==> src/sv/tlblru_pkg.sv <==
// shared types and constants for the fully associative translation buffer
// no dependencies; imported by tlblru_cell and tlb_with_lru_replacement
package tlblru_pkg;

	// buffer geometry and field widths
	localparam int ENTRIES = 16;
	localparam int RANK_W  = $clog2(ENTRIES);
	localparam int PAGE_W  = 8;
	localparam int FRAME_W = 8;
	localparam int CNT_W   = 32;

	// rank held by the oldest entry of a full buffer
	localparam logic [RANK_W-1:0] RANK_OLDEST = RANK_W'(ENTRIES - 1);

	// command opcodes
	typedef enum logic {
		OP_LOOKUP = 1'b0,
		OP_ADD    = 1'b1
	} op_t;

	// control sequencer states
	typedef enum logic {
		ST_IDLE = 1'b0,
		ST_EXEC = 1'b1
	} state_t;

	// input beat
	typedef struct packed {
		op_t                op;
		logic [PAGE_W-1:0]  page_number;
		logic [FRAME_W-1:0] frame_number;
	} cmd_t;

	// result beat
	typedef struct packed {
		logic               hit;
		logic [FRAME_W-1:0] frame_out;
		logic [CNT_W-1:0]   hit_count;
	} result_t;

	// data passed from each cell to its right-hand neighbor
	typedef struct packed {
		logic               seen_free;
		logic               any_match;
		logic [FRAME_W-1:0] frame;
		logic [RANK_W-1:0]  rank;
	} chain_t;

	// control broadcast from the top level to every cell
	typedef struct packed {
		logic               upd_en;
		logic               found;
		logic               full;
		logic [RANK_W-1:0]  found_rank;
		logic [PAGE_W-1:0]  page;
		logic [FRAME_W-1:0] frame;
	} cell_ctl_t;

endpackage

==> src/sv/tlblru_cell.sv <==
// one entry of the translation buffer: page/frame storage, match and recency rank
// depends on tlblru_pkg; chained left to right inside tlb_with_lru_replacement
module tlblru_cell import tlblru_pkg::*; (
	input  logic      clk,
	input  logic      arst_n,
	input  cell_ctl_t ctl,
	input  chain_t    chain_in,
	output chain_t    chain_out
);

	logic               valid_q;
	logic [PAGE_W-1:0]  page_q;
	logic [FRAME_W-1:0] frame_q;
	logic [RANK_W-1:0]  rank_q;

	logic match;
	logic first_free;
	logic victim;
	logic take;

	// local compare and slot selection
	assign match      = valid_q && (page_q == ctl.page);
	assign first_free = !valid_q && !chain_in.seen_free;
	assign victim     = valid_q && (rank_q == RANK_OLDEST);
	assign take       = ctl.full ? victim : first_free;

	// hand match data and free-slot status to the neighbor
	always_comb begin
		chain_out.seen_free = chain_in.seen_free || !valid_q;
		chain_out.any_match = chain_in.any_match || match;
		chain_out.frame     = chain_in.frame | (match ? frame_q : '0);
		chain_out.rank      = chain_in.rank | (match ? rank_q : '0);
	end

	// valid bit and recency rank
	always_ff @(posedge clk or negedge arst_n) begin
		if (!arst_n) begin
			valid_q <= 1'b0;
			rank_q  <= '0;
		end else if (ctl.upd_en) begin
			if (ctl.found) begin
				if (match) begin
					rank_q <= '0;
				end else if (valid_q && (rank_q < ctl.found_rank)) begin
					rank_q <= rank_q + 1'b1;
				end
			end else if (take) begin
				valid_q <= 1'b1;
				rank_q  <= '0;
			end else if (valid_q) begin
				rank_q <= rank_q + 1'b1;
			end
		end
	end

	// mapping payload
	always_ff @(posedge clk) begin
		if (ctl.upd_en) begin
			if (ctl.found) begin
				if (match) begin
					frame_q <= ctl.frame;
				end
			end else if (take) begin
				page_q  <= ctl.page;
				frame_q <= ctl.frame;
			end
		end
	end

endmodule

==> src/sv/tlb_with_lru_replacement.sv <==
// fully associative translation buffer, least-recently-added replacement
// depends on tlblru_pkg and a row of tlblru_cell entries
// an accepted command is registered on the move to the execute state, and the result and done are registered from there
// no new command is taken while busy; the match/update pass over the cell row runs in the execute state
// reset: all entries invalid, ranks and hit counter cleared; the receiver cannot stall
// done pulses for one cycle per command, busy is high for the cycle after each accept
module tlb_with_lru_replacement import tlblru_pkg::*; (
	input  logic    clk,
	input  logic    arst_n,
	input  logic    start,
	input  cmd_t    cmd,
	output logic    busy,
	output logic    done,
	output result_t result
);

	state_t state_q;
	state_t state_nxt;
	logic   exec_en;
	logic   accept;

	cmd_t             cmd_q;
	logic [CNT_W-1:0] hits_q;
	logic [CNT_W-1:0] hits_nxt;
	logic             done_q;
	result_t          result_q;

	chain_t    chain_w [ENTRIES+1];
	chain_t    chain_end;
	cell_ctl_t ctl;
	logic      is_lookup;

	assign accept = start && !busy;

	// next state
	always_comb begin
		case (state_q)
			ST_IDLE: state_nxt = accept ? ST_EXEC : ST_IDLE;
			ST_EXEC: state_nxt = ST_IDLE;
			default: state_nxt = ST_IDLE;
		endcase
	end

	// state outputs
	always_comb begin
		case (state_q)
			ST_IDLE: begin
				busy    = 1'b0;
				exec_en = 1'b0;
			end
			ST_EXEC: begin
				busy    = 1'b1;
				exec_en = 1'b1;
			end
			default: begin
				busy    = 1'b0;
				exec_en = 1'b0;
			end
		endcase
	end

	always_ff @(posedge clk or negedge arst_n) begin
		if (!arst_n) begin
			state_q <= ST_IDLE;
		end else begin
			state_q <= state_nxt;
		end
	end

	// command register
	always_ff @(posedge clk) begin
		if (accept) begin
			cmd_q <= cmd;
		end
	end

	// row of entry cells
	assign chain_w[0] = '0;

	for (genvar i = 0; i < ENTRIES; i++) begin : g_cell
		tlblru_cell u_cell (
			.clk       (clk),
			.arst_n    (arst_n),
			.ctl       (ctl),
			.chain_in  (chain_w[i]),
			.chain_out (chain_w[i+1])
		);
	end

	assign chain_end = chain_w[ENTRIES];
	assign is_lookup = (cmd_q.op == OP_LOOKUP);

	// broadcast to the cells
	always_comb begin
		ctl.upd_en     = exec_en && (cmd_q.op == OP_ADD);
		ctl.found      = chain_end.any_match;
		ctl.full       = !chain_end.seen_free;
		ctl.found_rank = chain_end.rank;
		ctl.page       = cmd_q.page_number;
		ctl.frame      = cmd_q.frame_number;
	end

	// saturating lookup hit counter
	always_comb begin
		hits_nxt = hits_q;
		if (is_lookup && chain_end.any_match && (hits_q != '1)) begin
			hits_nxt = hits_q + 1'b1;
		end
	end

	always_ff @(posedge clk or negedge arst_n) begin
		if (!arst_n) begin
			hits_q <= '0;
			done_q <= 1'b0;
		end else begin
			done_q <= exec_en;
			if (exec_en) begin
				hits_q <= hits_nxt;
			end
		end
	end

	// result beat register
	always_ff @(posedge clk) begin
		if (exec_en) begin
			result_q.hit       <= chain_end.any_match;
			result_q.frame_out <= (is_lookup && chain_end.any_match) ? chain_end.frame : '0;
			result_q.hit_count <= hits_nxt;
		end
	end

	assign done   = done_q;
	assign result = result_q;

endmodule

==> config.mk <==
export PLATFORM = sky130hd
export DESIGN_NAME = tlb_with_lru_replacement
export DESIGN_NICKNAME = d
export VERILOG_FILES = /design/src/sv/tlblru_pkg.sv /design/src/sv/tlblru_cell.sv /design/src/sv/tlb_with_lru_replacement.sv
export SDC_FILE = /design/constraint.sdc
export NUM_CORES = 1
export LEC_CHECK = 0
export ABC_AREA = 1
export BUFFER_PORTS_ARGS = -buffer_cell sky130_fd_sc_hd__buf_2
export CAP_MARGIN = 0
export CORE_AREA = 2 2 204 206
export DETAILED_ROUTE_END_ITERATION = 6
export DIE_AREA = 0 0 206 208
export GPL_ROUTABILITY_DRIVEN = 0
export PLACE_DENSITY = 0.72
export SYNTH_ARGS = -nofsm -noshare
export SYNTH_HDL_FRONTEND = slang
export SYNTH_SLANG_ARGS = --single-unit
==> constraint.sdc <==
create_clock -name clk -period 3.24 [get_ports clk]
set_input_delay 0.648 -clock clk [delete_from_list [all_inputs] [get_ports clk]]
set_output_delay 0.648 -clock clk [all_outputs]
set_load 0.005 [all_outputs]
==> results by group <==
Run status
  • Status: finished, violations left
  • Violated checks: design-rule violations, negative setup slack

Detailed routing
  • DRC Markers: 1
  • Post-DR wirelength/cell: slightly above 20 um
  • Post-Route WL: ~69000 um
  • Iter 0 DRT Violations: 2196
  • Via density per instance: 5.95
  • Routed via count: 20.1k
  • Pre-antenna DRT Iters: 7
  • ANT nets after route: 0

Logic synthesis
  • FFs w/ async S/R, synth: 26.6%
  • Main synth FF type: edfxtp_1
  • Most numerous cell in the Yosys netlist: nand2_1
  • Mapped Area: 23000 um^2
  • Number of flops mapped to enable cells by yosys: roughly 310
  • Ys Warns: 0
  • Post-Syn Nets: 2638
  • Seq/Total Area, Yosys: 53.5%
  • Synth area leader: edfxtp_1
  • Synth unique cells: 52
  • Flops & latches, synth: 428
  • Ranking of synthesized cells by area: edfxtp_1, nand2_1, dfrtp_1
  • Post-synth top cells: nand2_1, edfxtp_1, nand3_1
  • Avg Cell Area, Syn: 8.93 um^2
  • Synth Instances: about 2.6k
  • Synth top area share: 41.1%

GRT
  • Initial antenna violation count: 0
  • GRT Total Usage: 31.0%
  • Grt total ovfl: 0
  • Vias in the first global route: 19.2k
  • Pin count of the biggest net entering global routing: 57
  • Wire length of the first global-routing pass: 103000 um

Hold path
  • HP Class: input pin to asynchronous set/reset pin

Power
  • Comb power frac: 14.1%
  • Lkg Pwr: 0.0123 uW
  • Psw: 3820 uW
  • VDD IR max: 0.465 mV
  • Clock power frac: 39.0%
  • Pwr/cell area: 500 nW/um^2
  • Sequential power share: about 47%
  • Overall Power: approximately 14000 uW
  • Internal: 10100 uW
  • Sw Share: 27.5%

Floorplan
  • Rows: 74
  • Chip height: 208 um
  • DIE WIDTH: 206 um
  • I/O pins: 63
  • Die area: roughly 43000 um^2
  • Initial Utilization: 56.6%
  • Core area: 40600 um^2

Layout
  • Final net count: 2884
  • Util after Layout: 68.5%
  • Layout cells sized above 1: 18.4%
  • Filler cells: 3083
  • # diodes: 0
  • Area grow syn2layout: 21.0%

Critical path
  • FF-to-FF Start: cmd_q[9]
  • CP Launch Type: flop
  • Worst EP arrival: 3.75 ns
  • Crit. path cell count: 24
  • Most common cell on crit path: nand2_1
  • Buf+Inv Stages, Crit Path: 4
  • R2r setup slk: -0.02 ns
  • WP data required: 3.73 ns
  • CP Cell Sequence: buf_6 -> buf_12 -> buf_6 -> nand2_1 -> nand2_1 -> nor2_1 -> nand2_1 -> nor2_4 -> nand3_2 -> nand2_1 -> nor2_1 -> nand2_1 -> nor2_1 -> buf_4 -> ha_1 -> nand2_1 -> nand2_1 -> nand2_1 -> nand2_1 -> nand2_1 -> nand2_2 -> nand2_1 -> nand2_1 -> nand2_1
  • Reg-to-Reg End: g_cell[4].u_cell.rank_q[3]
  • Slowest cell on the critical path: edfxtp_1
  • Crit path kind: flop to flop
  • R2r worst-path depth: 24
  • Worst Setup End Kind: flop
  • CP Max Fanout: 8
  • Crit path max-delay family: simple AND/OR/NAND/NOR gates
  • CP peak stage delay: 0.48 ns

Clock tree
  • H-tree depth: 2
  • Clock Latency Late Sink: ~0.61 ns
  • Clock Path Buffers: 3
  • Cts hold-fix bufs: 0
  • CTS Buf Count: 46
  • Clock sinks: 428
  • Clk pin slew, worst setup/hold paths: 0.06 ns
  • Clk root buf: clkbuf_16
  • CTS tree: yes

Timing
  • Endpoints failing setup: 7
  • Setup ws final: -0.0224 ns
  • Tmin final: around 3.3 ns
  • Final hold vios: 0
  • Worst hold margin: 0.0724 ns
  • Worst-margin pin slew: ~0.83 ns
  • Setup Total Neg Slack: -0.0736 ns
  • RSZ-0062 raised after global routing: yes
  • Max-slew violation count: 0
  • Max_slew headroom: 44.6%
  • Clock Skew: 0.0311 ns
  • Fin crit share: 101%
  • Fmax: 0.307 GHz

Placed design
  • PortBufs: 62
  • Pre-CTS setup slack: -0.0868 ns
  • DP HPWL: 46600 um

Run
  • Max-cap check violation count: 0
-- per-layer routing --
layer  track usage [%]  share of wire [%]
met1              41.7                 39
met2              49.4                 46
met3              5.65                 10
met4              13.3                4.5
met5                 0                  0
-- metrics by stage --
step	instance area (um^2)	instances
finish	27800	3386
global route	27800	3386
CTS	26600	3341
detailed placement	25000	3256
global placement	25000	3256
floorplan	23000	2571
-- power by group through the flow --
stage	clock, uW	combinational, uW	sequential (uW)
after detailed placement	0	1750	6610
after CTS	5450	1750	6500
after floorplan	0	1140	6500
final	5410	1950	6520
after global routing	5660	2160	6550
after global placement	0	1680	6600
-- worst max path at each step --
| stage | slack (ns) | to | start |
|---|---|---|---|
| global placement | 0.03 | g_cell[3].u_cell.frame_q[2] | cmd_q[15] |
| finish | -0.02 | g_cell[4].u_cell.rank_q[3] | cmd_q[9] |
| floorplan | 0.13 | g_cell[0].u_cell.rank_q[2] | cmd_q[11] |
| CTS | 0.008 | g_cell[0].u_cell.rank_q[0] | cmd_q[12] |
| detailed placement | -0.09 | g_cell[3].u_cell.rank_q[3] | cmd_q[15] |
| global route | -0.18 | g_cell[1].u_cell.rank_q[0] | cmd_q[9] |
-- cell type report --
cell class	instances	area [um^2]	share of cell area, %
sequential	428	12300	44.2
multi-input combinational	1807	9750	35.1
timing repair buffer	267	2490	8.96
clock inverter	23	292	1.05
inverter	267	1040	3.73
tap	532	666	2.40
clock buffer	62	1250	4.50
-- cells in the final DEF, fill, tap and decap left out, types with 36 or more instances in the layout --
cell,n
nand2_2,42
ha_1,39
nand2_1,744
xor2_1,73
nor3_1,36
o21ai_0,56
nor2_1,183
edfxtp_1,314
buf_4,140
buf_2,61
nand4_1,49
nand3_1,259
inv_1,233
dfrtp_1,113
clkbuf_16,55
-- sequential cells by signal (all words and copies together) (netlist names) --
name,count
cmd_q,17
done,1
g_cell.u_cell.frame_q,128
g_cell.u_cell.page_q,128
g_cell.u_cell.rank_q,64
g_cell.u_cell.valid_q,16
hits_q,32
result,41
state_q,1
-- cell families (layout without fill, tap and decap cells) --
group	count (synthesis)	count (layout)	share of synthesized area, %
simple gates	1442	1444	27.3
flops	428	428	53.5
buf+inv	338	619	6.47
compound gates	225	225	6.60
xor+xnor	91	91	3.57
fa+ha+maj	47	47	2.56
-- timing repair --
action                                  CTS  global route
cloned                                    0            11
endpoints found under the setup margin   71           310
pin swaps                                 1            14
setup buffers                             0            34
resized for setup                         3           169
Power figures use the tool's default switching activity.
